==> src/rtl/cube_step_chain_coder_macros.svh <==
`ifndef CUBE_STEP_CHAIN_CODER_MACROS_SVH
`define CUBE_STEP_CHAIN_CODER_MACROS_SVH

// same-cycle implication, sampled on clk, off during reset
`define CSC_ASSERT_NOW(lbl, ante, cons, msg) \
  lbl: assert property (@(posedge clk) disable iff (!rst_n) (ante) |-> (cons)) \
    else $error(msg);

// next-cycle implication, sampled on clk, off during reset
`define CSC_ASSERT_NEXT(lbl, ante, cons, msg) \
  lbl: assert property (@(posedge clk) disable iff (!rst_n) (ante) |=> (cons)) \
    else $error(msg);

`endif

==> src/rtl/csc_pkg.sv <==
`timescale 1ns / 1ps
package csc_pkg;

  localparam int COORD_BITS_DEF   = 24;
  localparam int COUNT_BITS_DEF   = 16;
  localparam int INV_BITS         = 16;
  localparam int PROD_FRAC        = 24;
  localparam int CODE_BITS        = 5;
  localparam int CNT_OUT_BITS     = 16;
  localparam int QUEUE_DEPTH_LOG2 = 2;

  localparam logic [INV_BITS-1:0] INV_RESET = 16'd13107;

  typedef enum logic [1:0] {
    KIND_STEP = 2'd0,
    KIND_DONE = 2'd1,
    KIND_FAIL = 2'd2
  } result_kind_t;

  typedef struct packed {
    logic first_pt;
    logic final_pt;
  } pt_flags_t;

endpackage

==> src/rtl/csc_front.sv <==
`timescale 1ns / 1ps
module csc_front #(
  parameter int COORD_BITS = csc_pkg::COORD_BITS_DEF,
  parameter int ITEM_W     = 3 * (COORD_BITS + csc_pkg::INV_BITS + 2 - csc_pkg::PROD_FRAC) + 2
) (
  input  logic                             clk,
  input  logic                             rst_n,
  input  logic                             cfg_we,
  input  logic [csc_pkg::INV_BITS-1:0]     cfg_wdata,
  input  logic                             in_valid,
  output logic                             in_ready,
  input  logic signed [COORD_BITS-1:0]     in_x_coord,
  input  logic signed [COORD_BITS-1:0]     in_y_coord,
  input  logic signed [COORD_BITS-1:0]     in_z_coord,
  input  csc_pkg::pt_flags_t               in_flags,
  output logic                             out_valid,
  input  logic                             out_ready,
  output logic [ITEM_W-1:0]                out_item
);

  localparam int INV_W  = csc_pkg::INV_BITS;
  localparam int PROD_W = COORD_BITS + INV_W;
  localparam int IDX_W  = PROD_W + 1 - csc_pkg::PROD_FRAC;
  localparam int CUBE_W = IDX_W + 1;
  localparam logic [PROD_W:0] HALF = (PROD_W + 1)'(1) << (csc_pkg::PROD_FRAC - 1);

  logic [INV_W-1:0]       inv_r;
  logic [COORD_BITS-1:0]  coord   [3];
  logic [COORD_BITS-1:0]  mag     [3];
  logic [PROD_W-1:0]      prod_nxt[3];
  logic [PROD_W:0]        rnd     [3];
  logic [IDX_W-1:0]       idx     [3];
  logic [CUBE_W-1:0]      cube_nxt[3];

  logic                   s1_v_r;
  logic [PROD_W-1:0]      s1_prod_r[3];
  logic [2:0]             s1_neg_r;
  csc_pkg::pt_flags_t     s1_flags_r;

  logic                   s2_v_r;
  logic [CUBE_W-1:0]      s2_cube_r[3];
  csc_pkg::pt_flags_t     s2_flags_r;

  logic                   s1_adv;
  logic                   s2_adv;

  assign coord[0] = in_x_coord;
  assign coord[1] = in_y_coord;
  assign coord[2] = in_z_coord;

  // sign-magnitude snap: |c| * inv, round half up, sign restored
  always_comb begin
    for (int i = 0; i < 3; i++) begin
      mag[i]      = coord[i][COORD_BITS-1] ? (~coord[i] + COORD_BITS'(1)) : coord[i];
      prod_nxt[i] = PROD_W'(mag[i]) * PROD_W'(inv_r);
      rnd[i]      = (PROD_W + 1)'(s1_prod_r[i]) + HALF;
      idx[i]      = IDX_W'(rnd[i] >> csc_pkg::PROD_FRAC);
      cube_nxt[i] = s1_neg_r[i] ? (~CUBE_W'(idx[i]) + CUBE_W'(1)) : CUBE_W'(idx[i]);
    end
  end

  assign s2_adv   = !s2_v_r || out_ready;
  assign s1_adv   = !s1_v_r || s2_adv;
  assign in_ready = s1_adv;

  always_ff @(posedge clk) begin
    if (!rst_n) begin
      inv_r  <= csc_pkg::INV_RESET;
      s1_v_r <= 1'b0;
      s2_v_r <= 1'b0;
    end else begin
      if (cfg_we) begin
        inv_r <= cfg_wdata;
      end
      if (s1_adv) begin
        s1_v_r <= in_valid;
      end
      if (s2_adv) begin
        s2_v_r <= s1_v_r;
      end
    end
  end

  always_ff @(posedge clk) begin
    if (s1_adv) begin
      for (int i = 0; i < 3; i++) begin
        s1_prod_r[i] <= prod_nxt[i];
        s1_neg_r[i]  <= coord[i][COORD_BITS-1];
      end
      s1_flags_r <= in_flags;
    end
    if (s2_adv) begin
      for (int i = 0; i < 3; i++) begin
        s2_cube_r[i] <= cube_nxt[i];
      end
      s2_flags_r <= s1_flags_r;
    end
  end

  assign out_valid = s2_v_r;
  assign out_item  = {s2_cube_r[0], s2_cube_r[1], s2_cube_r[2], s2_flags_r};

endmodule

==> src/rtl/csc_fifo.sv <==
`timescale 1ns / 1ps
module csc_fifo #(
  parameter int WIDTH      = 8,
  parameter int DEPTH_LOG2 = csc_pkg::QUEUE_DEPTH_LOG2
) (
  input  logic             clk,
  input  logic             rst_n,
  input  logic             push_valid,
  output logic             push_ready,
  input  logic [WIDTH-1:0] push_data,
  output logic             pop_valid,
  input  logic             pop_ready,
  output logic [WIDTH-1:0] pop_data
);

  localparam int DEPTH = 1 << DEPTH_LOG2;

  logic [WIDTH-1:0]      mem [DEPTH];
  logic [DEPTH_LOG2-1:0] wr_ptr_r;
  logic [DEPTH_LOG2-1:0] rd_ptr_r;
  logic [DEPTH_LOG2:0]   cnt_r;
  logic [DEPTH_LOG2:0]   cnt_nxt;
  logic                  push;
  logic                  pop;

  assign push_ready = cnt_r != (DEPTH_LOG2 + 1)'(DEPTH);
  assign pop_valid  = cnt_r != '0;
  assign push       = push_valid && push_ready;
  assign pop        = pop_valid && pop_ready;
  assign pop_data   = mem[rd_ptr_r];

  always_comb begin
    cnt_nxt = cnt_r;
    if (push && !pop) begin
      cnt_nxt = cnt_r + 1'b1;
    end else if (pop && !push) begin
      cnt_nxt = cnt_r - 1'b1;
    end
  end

  always_ff @(posedge clk) begin
    if (!rst_n) begin
      wr_ptr_r <= '0;
      rd_ptr_r <= '0;
      cnt_r    <= '0;
    end else begin
      cnt_r <= cnt_nxt;
      if (push) begin
        wr_ptr_r <= wr_ptr_r + 1'b1;
      end
      if (pop) begin
        rd_ptr_r <= rd_ptr_r + 1'b1;
      end
    end
  end

  always_ff @(posedge clk) begin
    if (push) begin
      mem[wr_ptr_r] <= push_data;
    end
  end

endmodule

==> src/rtl/csc_back.sv <==
`timescale 1ns / 1ps
`include "cube_step_chain_coder_macros.svh"
module csc_back #(
  parameter int COORD_BITS = csc_pkg::COORD_BITS_DEF,
  parameter int COUNT_BITS = csc_pkg::COUNT_BITS_DEF,
  parameter int ITEM_W     = 3 * (COORD_BITS + csc_pkg::INV_BITS + 2 - csc_pkg::PROD_FRAC) + 2
) (
  input  logic                               clk,
  input  logic                               rst_n,
  input  logic                               in_valid,
  output logic                               in_ready,
  input  logic [ITEM_W-1:0]                  in_item,
  output logic                               out_valid,
  input  logic                               out_ready,
  output csc_pkg::result_kind_t              out_kind,
  output logic [csc_pkg::CODE_BITS-1:0]      out_code,
  output logic [csc_pkg::CNT_OUT_BITS-1:0]   out_count,
  output logic                               out_last
);

  localparam int CUBE_W = COORD_BITS + csc_pkg::INV_BITS + 2 - csc_pkg::PROD_FRAC;
  localparam int DIFF_W = CUBE_W + 1;
  localparam int CB     = csc_pkg::CODE_BITS;

  logic [CUBE_W-1:0]      cube [3];
  csc_pkg::pt_flags_t     flags;

  logic [CUBE_W-1:0]      prev_r   [3];
  logic [CUBE_W-1:0]      prev_nxt [3];
  logic [CB-1:0]          lc_r, lc_nxt;
  logic                   lcv_r, lcv_nxt;
  logic                   failed_r, failed_nxt;
  logic [COUNT_BITS-1:0]  cnt_r, cnt_nxt;

  logic [DIFF_W-1:0]      diff  [3];
  logic [1:0]             digit [3];
  logic [2:0]             in_rng;
  logic [2:0]             nz;
  logic                   step_ok;
  logic                   moved;
  logic [CB-1:0]          code;
  logic                   code_new;
  logic                   take;

  logic                   res_v;
  csc_pkg::result_kind_t  res_kind;
  logic [CB-1:0]          res_code;
  logic [COUNT_BITS-1:0]  res_cnt;
  logic                   res_last;
  logic                   res_pend;

  logic                   out_v_r;
  csc_pkg::result_kind_t  out_kind_r;
  logic [CB-1:0]          out_code_r;
  logic [COUNT_BITS-1:0]  out_cnt_r;
  logic                   out_last_r;
  logic                   pend_v_r;
  logic [COUNT_BITS-1:0]  pend_cnt_r;
  logic                   slot_free;

  assign {cube[0], cube[1], cube[2], flags} = in_item;

  // step classification against the previous cube
  always_comb begin
    for (int i = 0; i < 3; i++) begin
      diff[i]   = {cube[i][CUBE_W-1], cube[i]} - {prev_r[i][CUBE_W-1], prev_r[i]};
      in_rng[i] = (diff[i] == '0) || (diff[i] == DIFF_W'(1)) || (diff[i] == '1);
      nz[i]     = diff[i] != '0;
      digit[i]  = diff[i][1:0] + 2'd1;
    end
    step_ok = &in_rng;
    moved   = |nz;
    code    = CB'(digit[0]) + CB'(3) * CB'(digit[1]) + CB'(9) * CB'(digit[2]);
  end

  assign slot_free = !out_v_r || out_ready;
  assign in_ready  = !pend_v_r && slot_free;
  assign take      = in_valid && in_ready;
  assign code_new  = moved && !(lcv_r && code == lc_r);

  always_comb begin
    prev_nxt   = prev_r;
    lc_nxt     = lc_r;
    lcv_nxt    = lcv_r;
    failed_nxt = failed_r;
    cnt_nxt    = cnt_r;
    res_v      = 1'b0;
    res_kind   = csc_pkg::KIND_STEP;
    res_code   = '0;
    res_cnt    = '0;
    res_last   = 1'b0;
    res_pend   = 1'b0;
    if (take) begin
      if (flags.first_pt) begin
        prev_nxt   = cube;
        lc_nxt     = '0;
        lcv_nxt    = 1'b0;
        failed_nxt = 1'b0;
        cnt_nxt    = '0;
        if (flags.final_pt) begin
          res_v    = 1'b1;
          res_kind = csc_pkg::KIND_DONE;
          res_last = 1'b1;
        end
      end else if (!failed_r) begin
        if (!step_ok) begin
          failed_nxt = 1'b1;
          res_v      = 1'b1;
          res_kind   = csc_pkg::KIND_FAIL;
          res_last   = 1'b1;
        end else begin
          prev_nxt = cube;
          if (code_new) begin
            lc_nxt  = code;
            lcv_nxt = 1'b1;
            if (cnt_r != '1) begin
              cnt_nxt = cnt_r + 1'b1;
            end
            res_v    = 1'b1;
            res_code = code;
            res_last = !flags.final_pt;
            res_pend = flags.final_pt;
          end else if (flags.final_pt) begin
            res_v    = 1'b1;
            res_kind = csc_pkg::KIND_DONE;
            res_cnt  = cnt_r;
            res_last = 1'b1;
          end
        end
      end
    end
  end

  always_ff @(posedge clk) begin
    if (!rst_n) begin
      for (int i = 0; i < 3; i++) begin
        prev_r[i] <= '0;
      end
      lc_r     <= '0;
      lcv_r    <= 1'b0;
      failed_r <= 1'b0;
      cnt_r    <= '0;
      out_v_r  <= 1'b0;
      pend_v_r <= 1'b0;
    end else begin
      prev_r   <= prev_nxt;
      lc_r     <= lc_nxt;
      lcv_r    <= lcv_nxt;
      failed_r <= failed_nxt;
      cnt_r    <= cnt_nxt;
      if (slot_free) begin
        if (pend_v_r) begin
          out_v_r  <= 1'b1;
          pend_v_r <= 1'b0;
        end else begin
          out_v_r  <= res_v;
          pend_v_r <= res_pend;
        end
      end
    end
  end

  always_ff @(posedge clk) begin
    if (slot_free) begin
      if (pend_v_r) begin
        out_kind_r <= csc_pkg::KIND_DONE;
        out_code_r <= '0;
        out_cnt_r  <= pend_cnt_r;
        out_last_r <= 1'b1;
      end else begin
        out_kind_r <= res_kind;
        out_code_r <= res_code;
        out_cnt_r  <= res_cnt;
        out_last_r <= res_last;
        pend_cnt_r <= cnt_nxt;
      end
    end
  end

  assign out_valid = out_v_r;
  assign out_kind  = out_kind_r;
  assign out_code  = out_code_r;
  assign out_count = csc_pkg::CNT_OUT_BITS'(out_cnt_r);
  assign out_last  = out_last_r;

  `CSC_ASSERT_NOW(a_pend_behind_step, pend_v_r, out_v_r && out_kind_r == csc_pkg::KIND_STEP && !out_last_r, "done beat pending without a step beat ahead")
  `CSC_ASSERT_NOW(a_fail_marks_chain, out_v_r && out_kind_r == csc_pkg::KIND_FAIL, failed_r, "fail beat shown while chain not marked failed")
  `CSC_ASSERT_NOW(a_step_is_last_code, out_v_r && out_kind_r == csc_pkg::KIND_STEP, lcv_r && lc_r == out_code_r, "step beat differs from last code")
  `CSC_ASSERT_NEXT(a_first_clears_count, take && flags.first_pt, cnt_r == '0 && !failed_r, "chain start did not clear count")

endmodule

==> src/rtl/cube_step_chain_coder.sv <==
`timescale 1ns / 1ps
// channel   ports                     beat taken when
// cfg       cfg_we, cfg_wdata         cfg_we high, no wait
// in        in_valid / in_ready       in_valid && in_ready, one point per beat
// out       out_valid / out_ready     out_valid && out_ready, one result per beat
//
// one point per cycle in while the queue is not full;
// a point that ends its chain with a new step code gives two result beats, every other point one or none
// from input beat to result a point passes the two multiply/round stages,
// the four-entry queue and the output register
// rst_n synchronous, active low; no clearing pass
// the queue lets the snap pipeline run while the output is stalled
module cube_step_chain_coder #(
  parameter int COORD_BITS = csc_pkg::COORD_BITS_DEF,
  parameter int COUNT_BITS = csc_pkg::COUNT_BITS_DEF
) (
  input  logic                              clk,
  input  logic                              rst_n,
  input  logic                              cfg_we,
  input  logic [csc_pkg::INV_BITS-1:0]      cfg_wdata,
  input  logic                              in_valid,
  output logic                              in_ready,
  input  logic signed [COORD_BITS-1:0]      in_x_coord,
  input  logic signed [COORD_BITS-1:0]      in_y_coord,
  input  logic signed [COORD_BITS-1:0]      in_z_coord,
  input  logic                              in_chain_first,
  input  logic                              in_chain_final,
  output logic                              out_valid,
  input  logic                              out_ready,
  output logic [1:0]                        out_result_kind,
  output logic [csc_pkg::CODE_BITS-1:0]     out_step_code,
  output logic [csc_pkg::CNT_OUT_BITS-1:0]  out_code_count,
  output logic                              out_last_of_run
);

  localparam int CUBE_W = COORD_BITS + csc_pkg::INV_BITS + 2 - csc_pkg::PROD_FRAC;
  localparam int ITEM_W = 3 * CUBE_W + 2;

  csc_pkg::pt_flags_t     flags;
  logic                   fr_valid, fr_ready;
  logic [ITEM_W-1:0]      fr_item;
  logic                   bk_valid, bk_ready;
  logic [ITEM_W-1:0]      bk_item;
  csc_pkg::result_kind_t  kind;

  assign flags.first_pt = in_chain_first;
  assign flags.final_pt = in_chain_final;

  csc_front #(
    .COORD_BITS (COORD_BITS),
    .ITEM_W     (ITEM_W)
  ) u_front (
    .clk        (clk),
    .rst_n      (rst_n),
    .cfg_we     (cfg_we),
    .cfg_wdata  (cfg_wdata),
    .in_valid   (in_valid),
    .in_ready   (in_ready),
    .in_x_coord (in_x_coord),
    .in_y_coord (in_y_coord),
    .in_z_coord (in_z_coord),
    .in_flags   (flags),
    .out_valid  (fr_valid),
    .out_ready  (fr_ready),
    .out_item   (fr_item)
  );

  csc_fifo #(
    .WIDTH      (ITEM_W),
    .DEPTH_LOG2 (csc_pkg::QUEUE_DEPTH_LOG2)
  ) u_fifo (
    .clk        (clk),
    .rst_n      (rst_n),
    .push_valid (fr_valid),
    .push_ready (fr_ready),
    .push_data  (fr_item),
    .pop_valid  (bk_valid),
    .pop_ready  (bk_ready),
    .pop_data   (bk_item)
  );

  csc_back #(
    .COORD_BITS (COORD_BITS),
    .COUNT_BITS (COUNT_BITS),
    .ITEM_W     (ITEM_W)
  ) u_back (
    .clk        (clk),
    .rst_n      (rst_n),
    .in_valid   (bk_valid),
    .in_ready   (bk_ready),
    .in_item    (bk_item),
    .out_valid  (out_valid),
    .out_ready  (out_ready),
    .out_kind   (kind),
    .out_code   (out_step_code),
    .out_count  (out_code_count),
    .out_last   (out_last_of_run)
  );

  assign out_result_kind = kind;

endmodule

==> config.mk <==
export PLATFORM = sky130hd
export DESIGN_NAME = cube_step_chain_coder
export DESIGN_NICKNAME = d
export VERILOG_FILES = /design/src/rtl/csc_pkg.sv /design/src/rtl/csc_front.sv /design/src/rtl/csc_fifo.sv /design/src/rtl/csc_back.sv /design/src/rtl/cube_step_chain_coder.sv
export VERILOG_INCLUDE_DIRS = /design/src /design/src/rtl
export SDC_FILE = /design/constraint.sdc
export NUM_CORES = 2
export LEC_CHECK = 0
export BUFFER_PORTS_ARGS = -buffer_cell sky130_fd_sc_hd__buf_2
export CAP_MARGIN = 20
export CORE_ASPECT_RATIO = 1.1
export CORE_UTILIZATION = 25
export DETAILED_ROUTE_END_ITERATION = 12
export HOLD_SLACK_MARGIN = 0.08
export PLACE_DENSITY = 0.42
export SLEW_MARGIN = 15
export SYNTH_ARGS = -nofsm -noshare
export SYNTH_HDL_FRONTEND = slang
export SYNTH_SLANG_ARGS = --single-unit
==> constraint.sdc <==
create_clock -name clk -period 15.67 [get_ports clk]
set_input_delay 0.7835 -clock clk [delete_from_list [all_inputs] [get_ports clk]]
set_output_delay 0.7835 -clock clk [all_outputs]
set_load 0.01 [all_outputs]
==> flow_metrics.tcl <==
set metrics [dict create \
    crit_slowest_cell "fa_1" \
    synth_warnings 0 \
    critPathMostFrequentCell "fa_1" \
    crit_type "primary input to register" \
    antenna_found_initial 29 \
    crit_arrival_ps 9660 \
    start_kind "primary input" \
    required_ps 16070 \
    crit_path_end_kind "register" \
    slowest_delay_ps 540 \
    holdPathStages 1 \
    synth_edf_count 376 \
    ctsLongestPathBuffers 3 \
    worst-path-stages 32 \
    clkLatencyLatePin_ps 690 \
    ctsRootBufferMaster "clkbuf_16" \
    grt_overflow 0 \
    layout_commonest_cell "inv_1" \
    h-tree-depth 2 \
    post_synth_inst_count 6080 \
    met3_length_um 7270 \
    path_delay_family "adder cells" \
    via_count 41100 \
    ys_ff_latch 482 \
    drtAntennaViolNets 0 \
    rsz0062_at_grt "no" \
    cts_sinks 482 \
    cts_inserted_buffers 55 \
    highest_layer "met5" \
    grtUsageTotal_pct 13.7 \
    drc 0 \
    clk_pin_slew_ps 60 \
    io_pins 121 \
    area_growth_pct 10.3 \
    drt_iter0_drc 1909 \
    postCtsHoldBufs 0 \
    hpwl_um 117000 \
    min_path_type "primary input to register" \
    synth_ff_type "edfxtp_1" \
    setup_viol 0 \
    wl_per_cell_um 17.6 \
    core_um2 237000 \
    tritoncts "built" \
    first_global_vias 43700 \
    final_cell_mix "1,099 x inv_1, 921 x fa_1, 853 x nand2_1" \
    tightest_slew_ps 1120 \
    slew_viol_final 0 \
    grt_max_degree 111 \
    start_util_pct 25.2 \
    place_congestion 0.815 \
    maxCapViolCount 0 \
    period_share_pct 59.1 \
    grt_pass1_wl_um 258000 \
    cts_setup_buffers 0 \
    critPathBufInv 5 \
    crit_fanout 16 \
    syn_area_per_cell_um2 9.81 \
    dr.pass1.iters 6 \
    relSlewSlack_pct 25.2 \
    syn_area_um2 59600 \
    finClkSkew_ps 76.2 \
    fin_crit_ps 9270 \
    vias_per_cell 4.45 \
    hold_violations 0 \
    die_w_um 468 \
    row_count 187 \
    ff2ff_path_depth 24 \
    max_freq_mhz 108 \
    syn_nets 7507 \
    finalSetupTns_ps 0 \
    wl_met1_um 75500 \
    die_h_um 514 \
    yosysUniqueCellTypes 96 \
    outcome "finished, final reports clean" \
    die_area_um2 240000 \
    nets 7484 \
    wl_met2_um 76600 \
    port_buffers 120 \
    synthArstFlopShare_pct 0 \
    cts_resized 0 \
    ys_seq_area_share_pct 22.5 \
    finalWirelength_um 162000 \
    drive_above_1_share_pct 7.24 \
]
## cell families after synthesis
| kind of cell | Yosys count | share of synthesized area [%] |
|---|---|---|
| xor+xnor | 258 | 3.79 |
| fa+ha+maj | 1332 | 39.5 |
| buf+inv | 1405 | 8.90 |
| simple gates | 1951 | 16.2 |
| mux | 92 | 2.70 |
| flops | 482 | 22.5 |
| compound gates | 560 | 6.35 |
## cell usage after synthesis (24+ instances only)
cell type | n | area [µm²]
inv_1 | 1100 | 4130
fa_1 | 921 | 18400
nand2_1 | 854 | 3210
and2_1 | 513 | 3210
ha_1 | 411 | 5140
edfxtp_1 | 376 | 11300
clkbuf_1 | 271 | 1020
xnor2_1 | 189 | 1660
o21ai_0 | 146 | 731
nor2_1 | 141 | 529
nand3_1 | 119 | 596
a21oi_1 | 114 | 571
dfxtp_1 | 106 | 2120
xor2_1 | 69 | 604
mux4_2 | 55 | 1240
nor3_1 | 55 | 275
nor2b_1 | 47 | 294
nand4_1 | 43 | 269
a21o_1 | 42 | 315
o31ai_1 | 35 | 263
mux2i_1 | 34 | 340
and3_1 | 33 | 206
nand2b_1 | 28 | 175
a31oi_1 | 27 | 169
nor4_1 | 25 | 156
o21a_1 | 24 | 180
## flip-flops by register name (all words and copies together), names as in the netlist, 5 cells and up, named ones only
signal	count
u_back.out_count	16
u_back.cnt_r	16
u_back.prev_r	54
u_back.out_code	5
u_front.s2_cube_r	54
u_fifo.mem	224
u_front.s1_prod_r	51
u_front.inv_r	16
u_back.lc_r	5
u_back.pend_cnt_r	16
## path summary, 6_finish.rpt
kind                                             from                         to  slack [ps]
worst max-delay path                    in_x_coord[3]   u_front.s1_prod_r[0][39]        6400
worst min-delay path                   in_chain_first      u_front.s1_flags_r[1]         280
worst max register to register       u_front.inv_r[1]  u_front.s1_prod_r[0][117]        6920
worst min register to register  u_front.s1_flags_r[1]        u_front.out_item[1]         420
## metal layers
| metal | vias up | GRT usage [%] |
|---|---|---|
| li1 | 19300 | - |
| met1 | 20900 | 18.7 |
| met2 | 723 | 22.8 |
| met3 | 181 | 2.02 |
| met4 | 32 | 2.57 |
| met5 | - | 0 |
## worst register-to-register path: stages (launching register included)
cell and delay (ps):
dfxtp_2 810, buf_4 460, buf_4 490, nand2_1 180
fa_1 530, fa_1 560, inv_1 60, fa_1 500
inv_1 50, fa_1 540, inv_1 60, fa_1 510
fa_1 430, ha_1 300, a21oi_1 140, nor2b_1 60
o31ai_1 470, a31o_2 230, o311ai_0 200, o41a_1 490
a41o_1 360, a221o_1 370, a21o_1 230, a31o_2 250
xor2_1 140
## layout make-up
| class | count | area [µm²] |
|---|---|---|
| flip-flops and latches | 482 | 13400 |
| inverters | 1103 | 4140 |
| fillers | 25000 | 171000 |
| well taps | 3118 | 3900 |
| clock buffers | 68 | 1450 |
| multi-input cells | 4193 | 41000 |
| diodes | 6 | 15.0 |
| repair buffers | 222 | 1370 |
| clock inverters | 36 | 424 |
## metrics by stage
step / std cells / utilization, % / setup slack (ps) / hold slack (ps) / instance area, µm²
2_1_floorplan: 6080 / - / 6700 / 400 / 59600
3_3_place_gp: 9116 / 27.0 / 5630 / 411 / 63900
3_5_place_dp: 9116 / 27.0 / 5450 / 406 / 63900
4_1_cts: 9220 / 27.8 / 6130 / 199 / 65700
5_1_grt: 9223 / 27.8 / 5890 / 218 / 65800
6_report: 9228 / 27.8 / 6400 / 276 / 65800
Power is left out: the tool's default activity adds up to more than one toggle a clock period on the data nets, which glitch-free logic cannot reach.
